==> config.mk <==
export PLATFORM = sky130hd
export DESIGN_NAME = motor_pwm_button_controller_top
export DESIGN_NICKNAME = d
export VERILOG_FILES = /design/src/rtl/core/mpbc_pkg.sv /design/src/rtl/core/mpbc_buttons.sv /design/src/rtl/core/mpbc_pwm.sv /design/src/rtl/core/mpbc_seg.sv /design/src/rtl/core/motor_pwm_button_controller_top.sv
export SDC_FILE = /design/constraint.sdc
export NUM_CORES = 1
export LEC_CHECK = 0
export ABC_AREA = 1
export CORE_MARGIN = 4
export CORE_UTILIZATION = 52
export CTS_CLUSTER_SIZE = 12
export DETAILED_ROUTE_END_ITERATION = 16
export DONT_BUFFER_PORTS = 1
export PLACE_DENSITY = 0.71
export SLEW_MARGIN = 20
export SYNTH_ARGS = -nofsm -noshare
export SYNTH_HDL_FRONTEND = slang
export SYNTH_SLANG_ARGS = --single-unit
==> constraint.sdc <==
create_clock -name i_clk -period 8.1 [get_ports i_clk]
set_clock_uncertainty 0.15 [all_clocks]
set_input_delay 1.62 -clock i_clk [delete_from_list [all_inputs] [get_ports i_clk]]
set_output_delay 1.62 -clock i_clk [all_outputs]
set_load 0.01 [all_outputs]
==> src/rtl/core/mpbc_pkg.sv <==
package mpbc_pkg;

    localparam int unsigned DUTY_W = 7;
    localparam int unsigned CNT_W  = 23;
    localparam int unsigned CFG_W  = 16;
    localparam int unsigned SEG_W  = 7;

    localparam logic [DUTY_W-1:0] DUTY_MAX   = 7'd99;
    localparam logic [DUTY_W-1:0] DUTY_MIN   = 7'd1;
    localparam logic [DUTY_W-1:0] FULL_SCALE = 7'd100;

    localparam logic [CFG_W-1:0] TICKS_RESET    = 16'd80;
    localparam logic [CFG_W-1:0] DEBOUNCE_RESET = 16'd100;

    localparam logic [0:0] CFG_TICKS_PER_UNIT   = 1'b0;
    localparam logic [0:0] CFG_DEBOUNCE_SAMPLES = 1'b1;

    localparam logic [1:0] BTN_DOWN = 2'd0;
    localparam logic [1:0] BTN_UP   = 2'd1;
    localparam logic [1:0] BTN_DIR  = 2'd2;
    localparam logic [1:0] BTN_ONOFF = 2'd3;

    typedef struct packed {
        logic [DUTY_W-1:0] duty;
        logic              direction;
        logic              motor_on;
    } t_ctrl;

    localparam logic [SEG_W-1:0] SEG_TABLE [10] = '{
        7'h3F, 7'h06, 7'h5B, 7'h4F, 7'h66, 7'h6D, 7'h7D, 7'h07, 7'h7F, 7'h67
    };

endpackage

==> src/rtl/core/mpbc_buttons.sv <==
module mpbc_buttons (
    input  logic                         i_clk,
    input  logic                         i_rst_n,
    input  logic                         i_step,
    input  logic [3:0]                   i_levels,
    input  logic [mpbc_pkg::CFG_W-1:0]   i_debounce,
    output mpbc_pkg::t_ctrl              o_ctrl
);
    import mpbc_pkg::*;

    logic [DUTY_W-1:0] r_duty, n_duty;
    logic              r_dir, n_dir;
    logic              r_on, n_on;
    logic              r_locked, n_locked;
    logic [1:0]        r_lock_btn, n_lock_btn;
    logic [CFG_W-1:0]  r_rel, n_rel;

    logic [3:0]        pressed;
    logic [DUTY_W-1:0] duty_dn;
    logic [CFG_W-1:0]  rel_inc;

    always_comb begin
        pressed    = ~i_levels;
        n_duty     = r_duty;
        n_dir      = r_dir;
        n_on       = r_on;
        n_locked   = r_locked;
        n_lock_btn = r_lock_btn;
        n_rel      = r_rel;
        rel_inc    = r_rel + 16'd1;
        duty_dn    = r_duty;

        if (r_locked) begin
            if (i_levels[r_lock_btn]) begin
                n_rel = rel_inc;
                if (rel_inc >= i_debounce || rel_inc == '0) begin
                    n_locked = 1'b0;
                    n_rel    = '0;
                end
            end else begin
                n_rel = '0;
            end
        end else if (pressed != 4'd0) begin
            if (pressed[BTN_DOWN]) begin
                duty_dn = (r_duty <= DUTY_MIN) ? DUTY_MAX : r_duty - 7'd1;
            end
            n_duty = duty_dn;
            if (pressed[BTN_UP]) begin
                n_duty = (duty_dn >= DUTY_MAX) ? DUTY_MIN : duty_dn + 7'd1;
            end
            n_dir = r_dir ^ pressed[BTN_DIR];
            n_on  = r_on ^ pressed[BTN_ONOFF];
            if (pressed[BTN_DOWN]) begin
                n_lock_btn = BTN_DOWN;
            end else if (pressed[BTN_UP]) begin
                n_lock_btn = BTN_UP;
            end else if (pressed[BTN_DIR]) begin
                n_lock_btn = BTN_DIR;
            end else begin
                n_lock_btn = BTN_ONOFF;
            end
            n_locked = 1'b1;
            n_rel    = '0;
        end
    end

    always_ff @(posedge i_clk) begin
        if (!i_rst_n) begin
            r_duty     <= DUTY_MAX;
            r_dir      <= 1'b1;
            r_on       <= 1'b1;
            r_locked   <= 1'b0;
            r_lock_btn <= BTN_DOWN;
            r_rel      <= '0;
        end else if (i_step) begin
            r_duty     <= n_duty;
            r_dir      <= n_dir;
            r_on       <= n_on;
            r_locked   <= n_locked;
            r_lock_btn <= n_lock_btn;
            r_rel      <= n_rel;
        end
    end

    assign o_ctrl.duty      = n_duty;
    assign o_ctrl.direction = n_dir;
    assign o_ctrl.motor_on  = n_on;

endmodule

==> src/rtl/core/mpbc_pwm.sv <==
module mpbc_pwm (
    input  logic                         i_clk,
    input  logic                         i_rst_n,
    input  logic                         i_step,
    input  mpbc_pkg::t_ctrl              i_ctrl,
    input  logic [mpbc_pkg::CFG_W-1:0]   i_ticks_per_unit,
    output logic [1:0]                   o_pins
);
    import mpbc_pkg::*;

    logic [1:0]        r_pins, n_pins;
    logic [DUTY_W-1:0] r_interval, n_interval;
    logic [CNT_W-1:0]  r_cnt, n_cnt;
    logic [1:0]        sel;
    logic [CNT_W-1:0]  reload;

    always_comb begin
        n_pins     = r_pins;
        n_interval = r_interval;
        sel        = i_ctrl.direction ? 2'b10 : 2'b01;
        if (r_cnt > 23'd1) begin
            n_cnt = r_cnt - 23'd1;
        end else begin
            if (i_ctrl.motor_on) begin
                if ((r_pins & sel) == 2'b00) begin
                    n_interval = FULL_SCALE - i_ctrl.duty;
                    n_pins     = sel;
                end else begin
                    n_interval = i_ctrl.duty;
                    n_pins     = 2'b00;
                end
            end else begin
                n_pins = 2'b00;
            end
            n_cnt = reload;
        end
    end

    // 7 x 16 product fills the 23 bit counter exactly
    assign reload = CNT_W'(n_interval) * CNT_W'(i_ticks_per_unit);

    always_ff @(posedge i_clk) begin
        if (!i_rst_n) begin
            r_pins     <= 2'b00;
            r_interval <= '0;
            r_cnt      <= 23'd1;
        end else if (i_step) begin
            r_pins     <= n_pins;
            r_interval <= n_interval;
            r_cnt      <= n_cnt;
        end
    end

    assign o_pins = n_pins;

endmodule

==> src/rtl/core/mpbc_seg.sv <==
module mpbc_seg (
    input  logic [mpbc_pkg::DUTY_W-1:0] i_duty,
    output logic [mpbc_pkg::SEG_W-1:0]  o_seg_tens,
    output logic [mpbc_pkg::SEG_W-1:0]  o_seg_units
);
    import mpbc_pkg::*;

    logic [14:0] prod;
    logic [3:0]  tens;
    logic [3:0]  units;
    logic [6:0]  tens_x10;

    // divide by ten through reciprocal 205/2048, exact for values below 128
    assign prod     = 15'(i_duty) * 15'd205;
    assign tens     = prod[14:11];
    assign tens_x10 = 7'({tens, 3'b000}) + 7'({tens, 1'b0});
    assign units    = 4'(i_duty - tens_x10);

    assign o_seg_tens  = SEG_TABLE[tens];
    assign o_seg_units = SEG_TABLE[units];

endmodule

==> src/rtl/core/motor_pwm_button_controller_top.sv <==
// Software-style PWM for a DC motor with four debounced buttons and a two-digit
// duty display. One beat of button levels is one base timer tick; the block takes
// a beat every clock cycle while the output is not stalled, and returns one result
// beat per input beat through the input register, then the state update into the
// output register. The rate is set by the state update, whose longest path is the
// 7 x 16 bit interval reload multiply. No clearing pass follows reset.
module motor_pwm_button_controller_top (
    input  logic                         i_clk,
    input  logic                         i_rst_n,
    input  logic                         i_in_valid,
    output logic                         o_in_ready,
    input  logic [3:0]                   i_button_levels,
    output logic                         o_out_valid,
    input  logic                         i_out_ready,
    output logic                         o_drive_dir0,
    output logic                         o_drive_dir1,
    output logic [6:0]                   o_seg_tens,
    output logic [6:0]                   o_seg_units,
    output logic [6:0]                   o_duty_now,
    input  logic                         i_cfg_we,
    input  logic [0:0]                   i_cfg_index,
    input  logic [mpbc_pkg::CFG_W-1:0]   i_cfg_data
);
    import mpbc_pkg::*;

    logic [CFG_W-1:0]  r_ticks_per_unit;
    logic [CFG_W-1:0]  r_debounce;
    logic              r_in_valid;
    logic [3:0]        r_levels;
    logic              r_out_valid;
    logic [1:0]        r_pins;
    logic [SEG_W-1:0]  r_seg_tens;
    logic [SEG_W-1:0]  r_seg_units;
    logic [DUTY_W-1:0] r_duty;

    logic              advance;
    t_ctrl             ctrl;
    logic [1:0]        pins;
    logic [SEG_W-1:0]  seg_tens;
    logic [SEG_W-1:0]  seg_units;

    assign advance    = r_in_valid && (!r_out_valid || i_out_ready);
    assign o_in_ready = !r_in_valid || advance;

    always_ff @(posedge i_clk) begin
        if (!i_rst_n) begin
            r_ticks_per_unit <= TICKS_RESET;
            r_debounce       <= DEBOUNCE_RESET;
        end else if (i_cfg_we) begin
            unique case (i_cfg_index)
                CFG_TICKS_PER_UNIT:   r_ticks_per_unit <= i_cfg_data;
                CFG_DEBOUNCE_SAMPLES: r_debounce       <= i_cfg_data;
                default: ;
            endcase
        end
    end

    // input register
    always_ff @(posedge i_clk) begin
        if (!i_rst_n) begin
            r_in_valid <= 1'b0;
        end else if (o_in_ready) begin
            r_in_valid <= i_in_valid;
        end
    end

    always_ff @(posedge i_clk) begin
        if (o_in_ready && i_in_valid) begin
            r_levels <= i_button_levels;
        end
    end

    mpbc_buttons u_buttons (
        .i_clk      (i_clk),
        .i_rst_n    (i_rst_n),
        .i_step     (advance),
        .i_levels   (r_levels),
        .i_debounce (r_debounce),
        .o_ctrl     (ctrl)
    );

    mpbc_pwm u_pwm (
        .i_clk            (i_clk),
        .i_rst_n          (i_rst_n),
        .i_step           (advance),
        .i_ctrl           (ctrl),
        .i_ticks_per_unit (r_ticks_per_unit),
        .o_pins           (pins)
    );

    mpbc_seg u_seg (
        .i_duty      (ctrl.duty),
        .o_seg_tens  (seg_tens),
        .o_seg_units (seg_units)
    );

    // output register
    always_ff @(posedge i_clk) begin
        if (!i_rst_n) begin
            r_out_valid <= 1'b0;
        end else if (advance) begin
            r_out_valid <= 1'b1;
        end else if (i_out_ready) begin
            r_out_valid <= 1'b0;
        end
    end

    always_ff @(posedge i_clk) begin
        if (advance) begin
            r_pins      <= pins;
            r_seg_tens  <= seg_tens;
            r_seg_units <= seg_units;
            r_duty      <= ctrl.duty;
        end
    end

    assign o_out_valid  = r_out_valid;
    assign o_drive_dir0 = r_pins[0];
    assign o_drive_dir1 = r_pins[1];
    assign o_seg_tens   = r_seg_tens;
    assign o_seg_units  = r_seg_units;
    assign o_duty_now   = r_duty;

endmodule

==> reports/qor.txt <==
Worst Hold Class - register to register
placement-stage cell area - 0.0113 sq mm
worst hold start - u_pwm.r_interval[0]
Synth top area share - 17.1%
Crit Path Category - register to register
initial antenna violation count - 0
via count - 9213
clock sink count - 121
FFs w/ async S/R, synth - 0%
Hold Fails Final Rpt - 0
Synth Area in Simple Gates - 20.6%
Slew HR - 52.2%
clk buf depth - 2
Mapped Nets - 1655
Detailed Routing Iterations Pass 1 - 5
drt drc - 0
pwr dens - 226 mW/mm^2
full die area - 0.0235 sq mm
cell with the most instances after synthesis - inv_1
total power - 2.74 mW
Placeable Area - 0.0205 sq mm
synthesized flop and latch total - 121
Die Span Y - 153 um
Max Freq - 0.132 GHz
Synth area leaders - dfxtp_1, fa_1, ha_1
IO Pins - 51
Root Driver - clkbuf_16
Cells after Synth - 1436
H-tree Lvls - 4
Tcrit/Tclk final - 93.3%
Worst Setup End Kind - register
global-route wire length before repair - 44100 um
Crit path max-delay family - adder cells
largest family of logic cells by synthesized area - adder cells
post-synthesis sequential area ratio - 24.5%
Post-Synth XOR/XNOR Area - 3.43%
Area Overhead vs Synth - 10.3%
routed len/inst - 15.1 um
vias in the first global route - 9139
CP arrival - 7.71 ns
ant diodes - 0
overall routing resource usage - 22.5%
antenna-violating nets left - 0
final setup TNS - 0 ns
largest stage delay on the critical path - 0.54 ns
synthesis warning total - 0
Layout Utilization - 59.2%
placed cells - 1689
GPL Wtd Cong - 0.917
top_reg_cell synth - dfxtp_1
mapped cell area - 0.0110 sq mm
fillers - 1845
syn_area_per_cell - 7.65 sq um
largest net degree at the start of global routing - 52
Logic pwr share - 43.0%
initial drt markers - 425
Critical Path RT - 8.25 ns
critical-path maximum fanout - 6
final WL - 26100 um
Slew Limit Fails - 0
Max IR drop VDD - 147 uV
clk slew on worst S/H paths - 0.06 ns
status - complete, no violations
port bufs - 0
post-synthesis compound-gate area fraction - 13.9%
Unique masters post-synth - 50
cell row count - 52
Worst Max-Slew Pin Slew - 0.717 ns
max_cap viols - 0
cell taking the most area after synthesis - dfxtp_1
Num CTS Buffers - 17
ratio of cells with drive above 1 in the final layout - 9.33%
Critical Path Start - u_buttons.r_duty[1]
commonest cells in the netlist - inv_1, nand2_1, nor2_1, ha_1, a21oi_1
Switch Pwr - 1.08 mW
TritonCTS clock tree - done
sw frac - 39.5%
Initial Util - 53.6%
Post-Layout Cell Count - 1727
final net count - 1663
die width - 153 um
post-synthesis mux area share - 0%
dpl hpwl - 20200 um
startpoint type of the worst setup path - register
Internal - 1.66 mW
Sequential Power Share - 27.6%
hold_buf cts - 0
Post-Synth Adder-Cell Area - 27.2%
final instance area - 0.0121 sq mm
Via density - 5.33
Buf/Inv on CP - 9
slowest CP cell - fa_1
r2r startpoint - u_buttons.r_duty[1]
LEAKAGE - 5.88 nW
clock share of power - 29.4%
Post-synth EDFFs - 27
Setup violations, final - 0
min cycle time layout - 7.56 ns
clk_lat worst skew - 0.42 ns
Congestion Overflow GR - 0
==> worst register-to-register path, delay by kind of cell (launching register included) <==
| kind | cells | cell delay [ns] |
|---|---|---|
| buffers and inverters | 9 | 0.74 |
| DFF | 1 | 0.37 |
| and+or+nand+nor | 16 | 1.61 |
| AOI/OAI and AO/OA | 12 | 1.45 |
| xor gates and xnor gates | 1 | 0.15 |
| adders and majority gates | 8 | 2.98 |
==> layout by cell type (no fill, tap or decap), types with 12 or more instances in the layout <==
cell and n:
a21oi_1 103, buf_4 23, clkbuf_16 19, dfxtp_1 92, edfxtp_1 27, fa_1 77
ha_1 112, inv_1 249, nand2_1 215, nand2_2 13, nand3_1 76, nor2_1 149
nor3_1 12, o211ai_1 22, o21ai_0 80, or2_2 14, xnor2_1 16, xor2_1 27
==> flip-flops by register name, indices dropped and copies added (netlist names), 4 cells and up <==
name              flops
u_pwm.r_cnt          23
r_debounce           16
u_pwm.r_interval      7
r_levels              4
o_seg_tens            7
o_seg_units           7
u_buttons.r_rel      16
r_ticks_per_unit     16
u_buttons.r_duty      7
o_duty_now            7
==> path summary, 6_finish.rpt <==
path                         end  slack, ns  cells after the start
min reg2reg  u_pwm.r_interval[0]       0.32                      2
min          u_pwm.r_interval[0]       0.32                      2
max reg2reg      u_pwm.r_cnt[21]       0.54                     46
max              u_pwm.r_cnt[21]       0.54                     46
==> per-stage QoR <==
| stage | worst slack [ns] | hold slack, ns |
|---|---|---|
| 2_1_floorplan | 0.453 | 0.285 |
| 3_3_place_gp | 0.422 | 0.303 |
| 3_5_place_dp | 0.264 | 0.308 |
| 4_1_cts | 0.224 | 0.317 |
| 5_1_grt | -0.0363 | 0.339 |
| 6_report | 0.539 | 0.318 |
==> power by group through the flow <==
stage	logic, mW	registers (mW)	clock network, mW
global route	1.37	0.761	0.841
CTS	1.15	0.755	0.818
detailed placement	1.14	0.768	0
finish	1.18	0.755	0.805
global placement	1.11	0.767	0
floorplan	0.903	0.756	0
==> timing repair <==
action,CTS,global route
resized for setup,0,32
setup endpoints to repair,0,8
setup buffers,0,4
==> cells by family after synthesis <==
group,Yosys count
adders and majority gates,193
AOI/OAI and AO/OA,266
and+or+nand+nor,514
xor gates and xnor gates,43
DFF,121
buffers and inverters,299
==> layout make-up <==
| type | count | area (sq um) | share of cell area, % |
|---|---|---|---|
| well taps | 270 | 338 | 2.79 |
| clock buffers | 23 | 514 | 4.24 |
| inverters | 261 | 991 | 8.17 |
| repair buffers | 27 | 211 | 1.74 |
| multi-input cells | 1016 | 7260 | 59.9 |
| clock inverters | 9 | 110 | 0.908 |
| flip-flops and latches | 121 | 2700 | 22.3 |
==> layer usage <==
layer / track usage (%) / part of all wire (%) / vias up
li1: - / - / 4655
met1: 29.9 / 46 / 4280
met2: 36.6 / 46 / 227
met3: 5.20 / 5.7 / 51
met4: 6.73 / 2.5 / 0
met5: 0 / 0 / -
Power figures use the tool's default switching activity.
